`config.mk`:
```
export PLATFORM = sky130hd
export DESIGN_NAME = ntc_div_pipe
export DESIGN_NICKNAME = d
export VERILOG_FILES = /design/src/ntc_div_pipe.sv
export SDC_FILE = /design/constraint.sdc
export NUM_CORES = 2
export LEC_CHECK = 0
export ABC_CLOCK_PERIOD_IN_PS = 7330
export BUFFER_PORTS_ARGS = -buffer_cell sky130_fd_sc_hd__buf_4
export CORE_UTILIZATION = 45
export CTS_CLUSTER_DIAMETER = 40
export DETAILED_ROUTE_END_ITERATION = 16
export HOLD_SLACK_MARGIN = 0.15
export PLACE_DENSITY = 0.66
export SLEW_MARGIN = 20
export SYNTH_ARGS = -nofsm -noshare
export SYNTH_HDL_FRONTEND = slang
export SYNTH_SLANG_ARGS = --single-unit
```
`constraint.sdc`:
```
create_clock -name clk_i -period 7.33 [get_ports clk_i]
set_input_delay 1.466 -clock clk_i [delete_from_list [all_inputs] [get_ports clk_i]]
set_output_delay 1.466 -clock clk_i [all_outputs]
set_load 0.02 [all_outputs]
```
`src/ntc_div_pipe.sv`:
```
// ----------------------------------------------------------------------------
// NTC pipelined divider
// Restoring unsigned division, one quotient bit per register stage.
// ----------------------------------------------------------------------------
module ntc_div_pipe #(
  parameter int unsigned AW = 39,
  parameter int unsigned BW = 16,
  parameter int unsigned SW = 1
) (
  input  logic          clk_i,
  input  logic          rst_ni,
  input  logic          valid_i,
  input  logic [AW-1:0] dividend_i,
  input  logic [BW-1:0] divisor_i,
  input  logic [SW-1:0] side_i,
  output logic          valid_o,
  output logic [AW-1:0] quot_o,
  output logic [SW-1:0] side_o
);

  logic [BW-1:0] rem_q [AW];
  logic [AW-1:0] sh_q  [AW];
  logic [BW-1:0] dv_q  [AW];
  logic [SW-1:0] sd_q  [AW];
  logic          vl_q  [AW];

  for (genvar k = 0; k < AW; k++) begin : g_stage
    logic [BW-1:0] rem_in;
    logic [AW-1:0] sh_in;
    logic [BW-1:0] dv_in;
    logic [SW-1:0] sd_in;
    logic          vl_in;
    logic [BW:0]   trial;
    logic          ge;
    logic [BW-1:0] rem_d;

    if (k == 0) begin : g_first
      assign rem_in = '0;
      assign sh_in  = dividend_i;
      assign dv_in  = divisor_i;
      assign sd_in  = side_i;
      assign vl_in  = valid_i;
    end else begin : g_next
      assign rem_in = rem_q[k-1];
      assign sh_in  = sh_q[k-1];
      assign dv_in  = dv_q[k-1];
      assign sd_in  = sd_q[k-1];
      assign vl_in  = vl_q[k-1];
    end

    // Bring down the next dividend bit and try to subtract the divisor.
    assign trial = {rem_in, sh_in[AW-1]};
    assign ge    = trial >= {1'b0, dv_in};
    assign rem_d = ge ? BW'(trial - {1'b0, dv_in}) : trial[BW-1:0];

    always_ff @(posedge clk_i or negedge rst_ni) begin
      if (!rst_ni) begin
        vl_q[k] <= 1'b0;
      end else begin
        vl_q[k] <= vl_in;
      end
    end

    always_ff @(posedge clk_i) begin
      rem_q[k] <= rem_d;
      sh_q[k]  <= {sh_in[AW-2:0], ge};
      dv_q[k]  <= dv_in;
      sd_q[k]  <= sd_in;
    end
  end

  assign valid_o = vl_q[AW-1];
  assign quot_o  = sh_q[AW-1];
  assign side_o  = sd_q[AW-1];

endmodule

```
* Word level (Yosys, flattened, before mapping) *
Memories as Yosys holds them, arrays and structs flattened.
Cells that the tools add are included.
W data, S select, Z words.

word-level totals
  latch bits = 0
  register bits = 39
  memory bits (writable) = 2808
  memories = 4
  ROM bits = 0
  word-level logic and storage cells = 160

operators by class
  shifts and indexed selects = 0
  bitwise operators = 0
  add/subtract/negate cells = 39
  mux-type cells = 39
  $lt $le $gt $ge = 39
  div/mod/pow operators = 0
  reduce and logical (&&, ||, !) cells = 0
  $mul = 0
  equal/unequal tests = 0

memory list
  name   words  width  read ports  clocked after Yosys merged registers in  wr ports  RTL line  source
  sh_q   39     39     39          0                                        39        22        logic [AW-1:0] sh_q [AW];
  dv_q   39     16     38          0                                        39        23        logic [BW-1:0] dv_q [AW];
  rem_q  39     16     38          0                                        39        21        logic [BW-1:0] rem_q [AW];
  sd_q   39     1      39          0                                        39        24        logic [SW-1:0] sd_q [AW];

operator list
  operator          number
  $ge A17 B16 Y1    38
  $mux W16          39
  $sub A16 B16 Y16  38
  $ge A1 B16 Y1     1
  $sub A1 B16 Y16   1

* Logic depth before layout (Yosys ltp) *
An unclocked memory read counts as a cell.

  depth in word-level cells = 3
  gate-level depth with buffers = 13

* Worst setup path after synthesis *
OpenSTA, ideal clock, no wires.

  kind = in2reg
  from = input dividend_i[38]
  to = memory rem_q[0][11]
  setup slack = 4108 ps
  data required time = 7271 ps
  path buffers = 2
  data arrival time = 3163 ps
  stages = 9
  path through = inv_1 ha_1 clkbuf_1 inv_1 ha_1 a21oi_1 nor4_1 clkbuf_1 o31a_1

RTL lines
  what                RTL line  source
  start: declaration  13        input logic [AW-1:0] dividend_i,
  end: declaration    21

==> impl_metrics.yaml <==
power_and_ir_drop:
  finalPower_w: 0.05150
  ir_drop_mv: 0.2987
  powerDensity_nw_per_um2: 473.4
  p_leak_nw: 49.08
setup_path:
  cp.arrival_ns: 4.39
  slowest_delay_ns: 0.63
  critical_path_buf_inv_count: 1
  path_class: "reg2reg"
  cp.required_ns: 8.13
  cp-start-kind: "flop"
  slowest_stage: "and2_1"
  critPathMaxFanout: 17
  r2r_start: "dv_q[0][49]"
  critPathCaptureType: "flop"
  crit_cells: 11
  startpoint: "dv_q[0][49]"
  path_cells: "inv_1 -> ha_1 -> nor2b_1 -> o21ai_0 -> a21boi_0 -> o21ai_1 -> nand2_1 -> a21oi_1 -> a21o_1 -> and2_1 -> mux2_2"
  cp_top_family: "compound AO/OA/AOI/OAI gates"
  rr_worst_depth: 11
cells_and_area:
  multiInputGateArea_sq_um: 32030
  instances_no_fill: 11300
  seq_area_sq_um: 56550
  areaGrowthSynthToFinish_pct: 18.34
  fin_nets: 9031
  fin_area_sq_um: 108800
  drive_gt1_share_pct: 13.06
  fill_cells: 17050
cts:
  clock_latency_ns: 0.97
  postCtsHoldBufs: 0
  clockRootBuffer: "clkbuf_16"
  cts_setup_buffers: 0
  cts_tree: "built"
  cts_made_buffers: 385
  clk_pin_slew_ns: 0.06
  numClockSinks: 2815
  cts_max_path_buffers: 4
  cts_max_level: 5
  cts-resized-gates: 0
floorplanning:
  fp-row-count: 165
  dieArea_sq_um: 206100
  core_sq_um: 202500
  fp.dieW_um: 454.0
  ios: 100
  die_h_um: 454.0
  initial_core_util_pct: 45.39
status:
  status: "finished clean"
timing:
  hold_viol_final: 0
  setup_viol: 0
  worst_pin_slew_ns: 1.068
  min_period_ns: 3.594
  period_share_pct: 49.02
  fin_setup_tns_ns: 0
  fmax_mhz: 278.3
  drv_slew: 0
  fin_skew_ns: 0.08182
  slew_headroom_pct: 28.77
  whs_ns: 0.2802
  rsz0062_at_grt: "false"
yosys:
  async_reset_ff_share_pct: 1.385
  synth.most_common_cell: "dfxtp_1"
  synth_nets: 8620
  netlist_top_cells_area: "dfxtp_1, ha_1, inv_1, mux2_2, xnor2_1"
  synth_cells: 7914
  synthFlopType: "dfxtp_1"
  ys_seq_elements: 2815
  ys_types: 95
  syn_area_sq_um: 91930
  synth_edf_count: 0
  yosysWarnings: 0
  synth_seq_area_share_pct: 61.52
  synth_top_area_share_pct: 60.45
  synth_common_cells: "dfxtp_1, inv_1, ha_1"
  avgSynthCellArea_sq_um: 11.62
  yosys.area.top_type: "dfxtp_1"
route:
  dr.pass1.iters: 6
  drt_first_iter_violations: 2618
  vias_per_cell: 4.826
  num_vias: 54530
  drc: 0
  post_drt_wl_per_cell_um: 14.16
  postRouteAntennaNets: 0
  drt-total-wl_mm: 160.0
grt:
  grt_pass1_vias: 54480
  track_usage_pct: 15.51
  antenna_found_initial: 3
  grt_max_degree: 40
  grt-ovfl-total: 0
  grt_pass1_wl_mm: 264.8
place:
  dpl.cell_count: 10610
  gp_congestion: 0.8731
  placed_area_sq_um: 95620
  io_buffers: 99
  dp_hpwl_mm: 112.6
min_path:
  hp-start: "sh_q[1][168]"
  worstHoldPathCells: 0
  min_path_type: "reg2reg"
run:
  drv_cap: 0
final timing paths:
check | end | slack (ns)
max in group asynchronous | g_stage[19].vl_in | 6.50
min reg2reg | sh_q[1][208] | 0.28
max | rem_q[0][72] | 3.74
max reg2reg | rem_q[0][72] | 3.74
min | sh_q[1][208] | 0.28
min in group asynchronous | g_stage[24].vl_in | 0.47
report_power, final:
group          leakage, nW  internal [W]  switching (W)  total, W
clock                 6.40        0.0116        0.00686    0.0184
sequential            23.7        0.0183        0.00133    0.0197
combinational         19.0       0.00633        0.00708    0.0134
total                 49.1        0.0362         0.0153    0.0515
through the flow:
step	utilization, %	worst slack [ns]
after floorplan	-	4.108
after global placement	47.21	3.522
after detailed placement	47.21	3.393
after CTS	53.71	3.748
after global routing	53.72	3.492
final	53.72	3.736
layer usage:
layer,share of wire [%],track usage [%],up-vias
li1,-,-,27710
met1,45,19.31,25360
met2,47,26.02,1028
met3,4.3,3.106,436
met4,3.5,6.577,0
met5,0,0,-
area by class of cell:
class	instances	share of cell area, %
Tap cell	2672	3.073
Clock buffer	469	9.689
Multi-Input combinational cell	4240	29.44
Timing Repair Buffer	105	0.7246
Antenna cell	2	0.004600
Sequential cell	2815	51.98
Clock inverter	218	2.400
Inverter	778	2.684
flip-flops by register name, summed over array words and instances, names as in the netlist:
name	cells
dv_q	608
g_stage.vl_in	38
rem_q	608
sd_q	39
sh_q	1521
valid_o	1
logic make-up after synthesis:
kind of cell | synth area share, %
muxes | 4.388
buffers and inverters | 3.699
and+or+nand+nor | 7.493
xor gates and xnor gates | 4.144
AOI/OAI and AO/OA | 9.651
adders and majority gates | 9.108
DFF | 61.52
worst register-to-register path, stage by stage (launching register included):
cell and delay, ns:
dfxtp_1 0.36, inv_1 0.06, ha_1 0.29, nor2b_1 0.13, o21ai_0 0.24, a21boi_0 0.18, o21ai_1 0.20, nand2_1 0.15
a21oi_1 0.42, a21o_1 0.39, and2_1 0.63, mux2_2 0.42
layout by cell type, fill, tap and decap left out, drive strengths merged, types with 25 or more instances in the layout:
cell type,count
dfxtp,2776
inv,855
ha,610
clkbuf,469
o21ai,420
nand2,401
nor2,387
a21oi,311
mux2,305
xnor2,302
a21o,152
xor2,133
nand3,115
nor3,113
buf,105
nor2b,99
clkinv,80
nand2b,78
o21a,64
nand4,60
o31ai,56
a31oi,51
mux2i,46
a211oi,42
dfrtp,39
a21boi,38
fa,37
bufinv,33
or3,32
and3,28
clkinvlp,28
o41ai,28
o211ai,27
o21bai,25
(Power assumes the default switching activity.)
