==> src/ntc_pkg.sv <==
// ----------------------------------------------------------------------------
// NTC temperature package
// Shared request/result/configuration types and fixed-point constants.
// ----------------------------------------------------------------------------
package ntc_pkg;

  typedef struct packed {
    logic [11:0] sample;
    logic [1:0]  channel;
  } ntc_req_t;

  typedef struct packed {
    logic signed [15:0] temperature_centidegrees;
    logic               valid_res;
    logic [1:0]         channel_out;
  } ntc_res_t;

  typedef struct packed {
    logic [19:0]        pullup_ohms;
    logic [19:0]        nominal_ohms;
    logic [13:0]        beta_kelvin;
    logic [15:0]        nominal_centikelvin;
    logic signed [10:0] offset_centidegrees;
  } ntc_cfg_t;

  localparam int unsigned ADDR_W = 5;

  localparam logic [2:0] REG_PULLUP  = 3'd0;
  localparam logic [2:0] REG_NOMINAL = 3'd1;
  localparam logic [2:0] REG_BETA    = 3'd2;
  localparam logic [2:0] REG_T0      = 3'd3;
  localparam logic [2:0] REG_OFFSET  = 3'd4;

  localparam logic [19:0] PULLUP_RST  = 20'd10000;
  localparam logic [19:0] NOMINAL_RST = 20'd10000;
  localparam logic [13:0] BETA_RST    = 14'd3950;
  localparam logic [15:0] T0_RST      = 16'd29815;

  // ln(2) in Q0.32 and 100.0 in Q.32 (hundredths of a kelvin scale).
  localparam logic [31:0] LN2_Q32     = 32'd2977044472;
  localparam logic [38:0] HUNDRED_Q32 = 39'h64_0000_0000;
  localparam int          ZERO_C_CK   = 27315;

  // Dividend widths of the ratio divider and the inverse-temperature dividers.
  localparam int unsigned RATIO_DVD_W = 49;
  localparam int unsigned INV_DVD_W   = 39;
  localparam int unsigned LOG_STAGES  = 24;

  // Registers from the request port to the result strobe.
  localparam int unsigned LATENCY = 2 + RATIO_DVD_W + 1 + (LOG_STAGES + 1) + 3
                                    + INV_DVD_W + 2 + INV_DVD_W + 1;

endpackage

==> src/ntc_regs.sv <==
// ----------------------------------------------------------------------------
// NTC configuration registers
// APB-style register file holding the divider and thermistor constants.
// ----------------------------------------------------------------------------
module ntc_regs (
  input  logic                  clk_i,
  input  logic                  rst_ni,
  input  logic                  psel,
  input  logic                  penable,
  input  logic                  pwrite,
  input  logic [ntc_pkg::ADDR_W-1:0] paddr,
  input  logic [31:0]           pwdata,
  output logic [31:0]           prdata,
  output logic                  pready,
  output ntc_pkg::ntc_cfg_t     cfg_o
);
  import ntc_pkg::*;

  ntc_cfg_t cfg_q, cfg_d;
  logic     wr_en;

  assign pready = 1'b1;
  assign wr_en  = psel && penable && pwrite;

  always_comb begin
    cfg_d = cfg_q;
    if (wr_en) begin
      case (paddr[4:2])
        REG_PULLUP:  cfg_d.pullup_ohms         = pwdata[19:0];
        REG_NOMINAL: cfg_d.nominal_ohms        = pwdata[19:0];
        REG_BETA:    cfg_d.beta_kelvin         = pwdata[13:0];
        REG_T0:      cfg_d.nominal_centikelvin = pwdata[15:0];
        REG_OFFSET:  cfg_d.offset_centidegrees = pwdata[10:0];
        default:     cfg_d = cfg_q;
      endcase
    end
  end

  always_ff @(posedge clk_i or negedge rst_ni) begin
    if (!rst_ni) begin
      cfg_q.pullup_ohms         <= PULLUP_RST;
      cfg_q.nominal_ohms        <= NOMINAL_RST;
      cfg_q.beta_kelvin         <= BETA_RST;
      cfg_q.nominal_centikelvin <= T0_RST;
      cfg_q.offset_centidegrees <= '0;
    end else begin
      cfg_q <= cfg_d;
    end
  end

  always_comb begin
    case (paddr[4:2])
      REG_PULLUP:  prdata = 32'(cfg_q.pullup_ohms);
      REG_NOMINAL: prdata = 32'(cfg_q.nominal_ohms);
      REG_BETA:    prdata = 32'(cfg_q.beta_kelvin);
      REG_T0:      prdata = 32'(cfg_q.nominal_centikelvin);
      REG_OFFSET:  prdata = {21'b0, cfg_q.offset_centidegrees};
      default:     prdata = '0;
    endcase
  end

  assign cfg_o = cfg_q;

endmodule

==> config.mk <==
export PLATFORM = sky130hd
export DESIGN_NAME = ntc_regs
export DESIGN_NICKNAME = d
export VERILOG_FILES = /design/src/ntc_pkg.sv /design/src/ntc_regs.sv
export SDC_FILE = /design/constraint.sdc
export NUM_CORES = 1
export LEC_CHECK = 0
export ABC_CLOCK_PERIOD_IN_PS = 1800
export BUFFER_PORTS_ARGS = -buffer_cell sky130_fd_sc_hd__buf_4
export CORE_UTILIZATION = 30
export CTS_BUF_LIST = sky130_fd_sc_hd__clkbuf_16
export DETAILED_ROUTE_END_ITERATION = 6
export GPL_TIMING_DRIVEN = 0
export PLACE_DENSITY_LB_ADDON = 0.25
export SLEW_MARGIN = 20
export SYNTH_ARGS = -nofsm -noshare
export SYNTH_HDL_FRONTEND = slang
export SYNTH_SLANG_ARGS = --single-unit
==> constraint.sdc <==
create_clock -name clk_i -period 1.8 [get_ports clk_i]
set_input_delay 0.45 -clock clk_i [delete_from_list [all_inputs] [get_ports clk_i]]
set_output_delay 0.45 -clock clk_i [all_outputs]
set_load 0.02 [all_outputs]
# == Yosys cells after proc, flatten, opt, wreduce, memory -nomap -nowiden ==
# Index checks and enable logic that the tools add are counted.
# op_classes
n_addsub,0
multipliers,0
div,0
n_lt_le_gt_ge,0
n_eq_ne,4
shift,0
n_mux,1
n_bitwise,0
n_reduce_logical,8
# op_table
cell,n
$pmux 20 s5,1
$reduce_and 2->1,5
$eq 3x2->1 const B,2
$eq 3x1->1 const B,1
$eq 3x3->1 const B,1
$logic_not 3->1,1
$logic_and 1x1->1,2
# totals
regBits,81
latchBits,0
ramBits,0
rom_bits,0
inputBits,42
out_inout_bits,114
word_cells,18
mem_count,0

# == Longest topological paths before layout ==
# Gate-level depths: netlist (run 1).
# depth
word_depth,3
mapped_depth,5
depth_no_buf,3

# == Worst setup path before layout (run 1) ==
# Ideal clock, no wire load.
# synth_path
path_kind,in2out
startpoint,input port paddr[3] in the netlist's numbering
endpoint,output port prdata[3]
arrival_time_ps,1491
t_required_ps,1350
slack_ps,-141
stages,5
n_path_buf,2
cell_sequence,buf_2 -> buf_2 -> mux2i_1 -> nor2_1 -> a221o_1
# synth_via
elab_chain_len,2
word_cells_on_any_way,6
classes_between,4 x eq/ne; 1 x mux; 1 x reduce/logical
# synth_lines
item,line,text
from (decl),ntc_regs.sv:11,"input logic [ntc_pkg::ADDR_W-1:0] paddr,"
"$eq 3x3->1, or another cell as far along",ntc_regs.sv:52,case (paddr[4:2])
$pmux 20 s5 (*),ntc_regs.sv:52,
to (decl),ntc_regs.sv:13,"output logic [31:0] prdata,"
# Every way passes the cells marked *; elsewhere a longest branch is shown, timed or not.

# == Worst setup path after layout (run 1) ==
# layout_path
startpoint,input port paddr[4] in the netlist's numbering
endpoint,output port prdata[0]
# The elaborated chain is that of the path after synthesis.

==> out/qor.yml, run 1 <==
viasPerCell: 4.61
hp-class: "primary input to asynchronous set/reset pin"
largest_reg_flops: 81
status: "finished, violations left"
place_congestion: 0.693
timing.final.crit_share: 1.08
setup_violations: 16
clkTransAtPathRegs_ns: 0.06
drc: 0
cellInternalPower_w: 0.00487
violations: "setup timing"
tritoncts: "yes"
wl_per_cell_um: 18.5
worst_slack_ns: -0.145
postRouteAntennaNets: 0
startpoint: "paddr[4]"
gr-total-overflow: 0
io_pins: 156
total_power_w: 0.00697
place_area_um2: 5140
syn_inst: 272
htreeDepth: 3
antenna_cells: 0
grt_max_degree: 82
crit_type: "primary input to output port"
die_h_um: 116
crit_cells: 5
clkLatencyLatePin_ns: 0.34
cts_buffers: 9
slowest_delay_ns: 0.35
drt_iter0_markers: 138
start_kind: "primary input"
yosysWarningCount: 0
dp_hpwl_um: 7320
r2r_start: "cfg_o[40]"
fin_worst_skew_ns: 0
clock-sinks: 81
cp-end-kind: "output port"
synthToLayoutAreaGrowth_pct: 57.9
hold_violations: 0
p_clk_frac: 0.295
p_sw_w: 0.00210
ys_seq_elements: 81
dieArea_um2: 13400
seqPwrFrac: 0.364
netlist_area_um2: 3870
worstPathRequired_ns: 1.35
row_count: 41
vias: 2934
pwr-share-comb: 0.341
r2r_end: "cfg_o[40]"
tightest_slew_ns: 0.765
track_usage: 0.188
crit_buf_inv: 3
core_area_um2: 12600
fin_hold_ws_ns: 0.154
path_cells: "buf_12, buf_12, mux2_4, a221o_1, buf_6"
routed_wl_um: 11800
dp_cells: 583
final_cells: 637
grt_pass1_wl_um: 17900
arrival_ns: 1.50
drt_first_pass_iters: 4
crit_family: "buffers and inverters"
power.density_nw_per_um2: 1140
crit_end: "prdata[0]"
swShare: 0.301
max_cap_violations: 0
ff2ff_path_depth: 3
fin_nets: 502
synth-seq-area-share: 0.533
drive_gt1_frac: 0.770
cp_slowest_cell: "a221o_1"
p_leak_nw: 2.93
grt_pass1_vias: 3068
yosysUniqueCellTypes: 29
antenna_found_initial: 0
portBuffers: 128
root_buffer: "clkbuf_16"
slew_viol_final: 0
min_period_ns: 1.95
fmax_mhz: 514
start_util: 0.307
rsz0062_at_grt: "yes"
postSynthAreaPerCell_um2: 14.2
die_w_um: 116
reg2reg_slack_ns: 0.80
path_max_fanout: 8
final_cell_area_um2: 6110
path_common_cell: "buf_12"
slew_headroom: 0.490
ir_drop_v: 0.000516
nFillCells: 1191
cts.path.max_buffers: 2
layout make-up:
type	instances	area [um^2]	area share
plain buffers	29	292	0.0477
repair buffers	166	1410	0.231
clock inverters	7	106	0.0174
well taps	172	215	0.0352
flip-flops and latches	81	2060	0.338
clock buffers	9	225	0.0369
multi-input cells	173	1800	0.294
layer usage:
| metal | global-route usage | vias up | wire [um] |
|---|---|---|---|
| li1 | - | 1351 | - |
| met1 | 0.245 | 1480 | 5190 |
| met2 | 0.303 | 91 | 5780 |
| met3 | 0.0403 | 12 | 647 |
| met4 | 0.0762 | 0 | 186 |
| met5 | 0 | - | 0 |
worst register-to-register path, delay by kind of cell (launching register included):
| family | cells | cell delay, ns |
|---|---|---|
| multiplexers | 1 | 0.25 |
| flip-flops | 1 | 0.38 |
| buffers and inverters | 2 | 0.26 |
cell usage after synthesis (all sizes together):
| master | n | share of area |
|---|---|---|
| o22ai | 1 | 0.0016 |
| conb | 2 | 0.0019 |
| nand2 | 2 | 0.0019 |
| mux2i | 15 | 0.039 |
| mux2 | 93 | 0.27 |
| a21o | 1 | 0.0019 |
| buf | 27 | 0.047 |
| nand2b | 1 | 0.0016 |
| dfstp | 29 | 0.20 |
| a221o | 9 | 0.023 |
| nand4 | 1 | 0.0016 |
| clkbuf | 3 | 0.0029 |
| o32ai | 1 | 0.0023 |
| a21oi | 1 | 0.0013 |
| a2bb2oi | 1 | 0.0023 |
| mux4 | 3 | 0.017 |
| nand4b | 1 | 0.0061 |
| nor3b | 3 | 0.010 |
| nor2b | 5 | 0.0081 |
| nor2 | 13 | 0.015 |
| nor3 | 6 | 0.0078 |
| a22oi | 2 | 0.0039 |
| dfrtp | 52 | 0.34 |
through the flow:
step                TNS, ns   util  setup slack, ns
finish                -1.62  0.484           -0.145
global route          -2.27  0.484           -0.194
CTS                   -1.74  0.482           -0.150
floorplan                 0      -         0.000352
global placement     -15.79  0.407           -0.627
detailed placement   -17.76  0.407           -0.636
cell usage in the layout (no fill, tap or decap), types with 2 or more instances in the layout:
| master | count |
|---|---|
| nor3b_4 | 2 |
| dfstp_2 | 29 |
| dfrtp_1 | 52 |
| a221o_1 | 9 |
| nor2_4 | 2 |
| nor3_1 | 2 |
| mux4_2 | 3 |
| nand2_1 | 2 |
| buf_2 | 3 |
| nor2_1 | 9 |
| mux2_2 | 88 |
| a22oi_2 | 2 |
| buf_6 | 21 |
| nor2_2 | 2 |
| bufinv_16 | 3 |
| mux2_4 | 5 |
| mux2i_1 | 12 |
| nor2b_4 | 3 |
| mux2i_2 | 3 |
| nor3_2 | 4 |
| buf_12 | 8 |
| buf_16 | 3 |
| inv_1 | 3 |
| buf_4 | 157 |
| clkbuf_4 | 2 |
| clkbuf_16 | 9 |
| conb_1 | 13 |
power by group through the flow:
stage | clock network, W | logic [W] | registers (W)
finish | 0.00206 | 0.00238 | 0.00253
global route | 0.00219 | 0.00253 | 0.00259
CTS | 0.00212 | 0.00238 | 0.00253
detailed placement | 0 | 0.00202 | 0.00259
global placement | 0 | 0.00201 | 0.00257
floorplan | 0 | 0.000700 | 0.00298
worst min-delay path by stage:
stage,slack (ns),endpoint,depth (start not counted),start
detailed placement,0.52,cfg_o[5],1,cfg_o[5]
global placement,0.51,cfg_o[72],1,cfg_o[72]
floorplan,0.15,cfg_o[0],0,rst_ni
finish,0.15,cfg_o[42],1,rst_ni
CTS,0.34,cfg_o[42],1,rst_ni
global route,0.22,cfg_o[42],1,rst_ni
logic make-up (layout without fill, tap and decap cells):
family | count (synthesis) | after routing | synth area share
buf+inv | 30 | 211 | 0.0501
compound gates | 16 | 16 | 0.0365
flops | 81 | 81 | 0.533
mux | 111 | 111 | 0.327
other cells | 2 | 13 | 0.00194
simple gates | 32 | 33 | 0.0517
what timing repair did:
item / CTS / global route
hold buffers: 0 / 0
gates resized for setup: 71 / 10
gates cloned: 7 / 0
pin swaps: 14 / 7
buffers inserted: 31 / 3
setup endpoints to repair: 20 / 18
Power figures use the tool's default switching activity.
==> run 2, diff against run 1 <==
--- a/config.mk
+++ b/config.mk
@@ -5,7 +5,7 @@
 export SDC_FILE = /design/constraint.sdc
 export NUM_CORES = 1
 export LEC_CHECK = 0
-export ABC_CLOCK_PERIOD_IN_PS = 1800
+export ABC_CLOCK_PERIOD_IN_PS = 1900
 export BUFFER_PORTS_ARGS = -buffer_cell sky130_fd_sc_hd__buf_4
 export CORE_UTILIZATION = 30
 export CTS_BUF_LIST = sky130_fd_sc_hd__clkbuf_16
==> constraint.sdc (replaced) <==
create_clock -name clk_i -period 1.9 [get_ports clk_i]
set_input_delay 0.475 -clock clk_i [delete_from_list [all_inputs] [get_ports clk_i]]
set_output_delay 0.475 -clock clk_i [all_outputs]
set_load 0.02 [all_outputs]
==> out/qor.yml, run 2 (synthesized netlist as in run 1, its figures left out) <==
final_common_cell: "buf_4"
r2r_end: "cfg_o[52]"
die_h_um: 116
cts_buffers: 9
min_period_ns: 2.00
fin_nets: 482
p_sw_w: 0.00195
drt_first_pass_iters: 4
place_congestion: 0.740
met2_usage: 0.314
postRouteAntennaNets: 0
crit_family: "buffers and inverters"
gr-usage-met1: 0.222
p_clk_frac: 0.269
arrival_ns: 1.52
start_kind: "primary input"
cts_hold_buf: 0
place_area_um2: 5100
fin_worst_skew_ns: 0
dp_hpwl_um: 7390
antenna_cells: 0
clkTransAtPathRegs_ns: 0.06
worstPathRequired_ns: 1.42
io_pins: 156
drc: 0
grt_pass1_vias: 2945
reg2reg_slack_ns: 0.90
wl_per_cell_um: 18.7
post-route-util: 0.460
fin_hold_ws_ns: 0.178
setup_violations: 15
start_util: 0.307
vias: 2882
gr-total-overflow: 0
clock-sinks: 81
p_leak_nw: 2.78
path_max_fanout: 5
status: "finished, violations left"
synthToLayoutAreaGrowth_pct: 49.9
htreeDepth: 3
cts.path.max_buffers: 2
max_cap_violations: 0
grt_max_degree: 82
ir_drop_v: 0.000670
hold_violations: 0
hp-class: "primary input to asynchronous set/reset pin"
crit_type: "primary input to output port"
grt_pass1_wl_um: 17400
total_power_w: 0.00618
root_buffer: "clkbuf_16"
routed_wl_um: 11500
drt_iter0_markers: 124
tightest_slew_ns: 0.738
clkLatencyLatePin_ns: 0.34
tritoncts: "yes"
seqPwrFrac: 0.391
track_usage: 0.183
row_count: 41
cp-end-kind: "output port"
met3_usage: 0.0596
timing.setup.tns_ns: -0.952
core_area_um2: 12600
swShare: 0.315
crit_buf_inv: 3
drive_gt1_frac: 0.741
slowest_delay_ns: 0.36
timing.final.crit_share: 1.05
antenna_found_initial: 0
path_cells: "buf_8, nor2b_2, nor2b_4, buf_6, a221o_1, buf_6"
pwr-share-comb: 0.339
ff2ff_path_depth: 3
violations: "setup timing"
slew_viol_final: 0
slew_headroom: 0.508
final_cell_mix: "buf_4 (144), mux2_2 (91), dfrtp_1 (52), dfstp_2 (29), buf_6 (19)"
rsz0062_at_grt: "yes"
path_common_cell: "buf_6"
nFillCells: 1201
worst_slack_ns: -0.0966
top_usage_layer: "met2"
cellInternalPower_w: 0.00423
r2r_start: "cfg_o[52]"
cp_slowest_cell: "a221o_1"
largest_reg_flops: 81
power.density_nw_per_um2: 1070
fmax_mhz: 501
final_cell_area_um2: 5800
startpoint: "paddr[3]"
dieArea_um2: 13400
portBuffers: 128
die_w_um: 116
viasPerCell: 4.68
## run 2: worst register-to-register path, delay by kind of cell, from the launching register on
kind / cells / cell delay, ns
muxes: 1 / 0.25
DFF: 1 / 0.38
buffers and inverters: 2 / 0.26
## run 2: final cells by class
cell class | instances | area (um^2) | share of cell area
multi-input cells | 172 | 1730 | 0.298
clock inverters | 6 | 53.8 | 0.00927
clock buffers | 9 | 225 | 0.0388
well taps | 172 | 215 | 0.0371
plain buffers | 28 | 262 | 0.0451
flip-flops and latches | 81 | 2060 | 0.356
repair buffers | 148 | 1250 | 0.216
## run 2: worst max-delay path by stage
stage / to / cells after the start
floorplan: prdata[3] / 5
global placement: prdata[15] / 7
detailed placement: prdata[15] / 7
CTS: prdata[10] / 7
global route: prdata[10] / 7
finish: prdata[10] / 6
## run 2: layer usage
metal  share of wire  vias to the layer above
li1                -                     1301
met1            0.42                     1470
met2            0.51                      103
met3           0.062                        8
met4           0.011                        0
met5               0                        -
## run 2: stage by stage
| step | instances | setup slack [ns] |
|---|---|---|
| 5_1_grt | 616 | -0.141 |
| 6_report | 616 | -0.0966 |
| 3_5_place_dp | 583 | -0.688 |
| 3_3_place_gp | 583 | -0.702 |
| 2_1_floorplan | 283 | -0.0184 |
| 4_1_cts | 614 | -0.0909 |
## run 2: power groups by stage
stage	clock network [W]	logic [W]	registers, W
floorplan	0	0.000650	0.00283
global placement	0	0.00189	0.00244
detailed placement	0	0.00191	0.00245
CTS	0.00171	0.00209	0.00242
global route	0.00179	0.00223	0.00247
finish	0.00166	0.00210	0.00242
## run 2: timing repair
action	4_1_cts	5_1_grt
cloned	4	0
pin swaps	9	12
buffers inserted	14	2
endpoints found under the hold margin	0	0
resized for setup	52	8
endpoints found under the setup margin	20	16
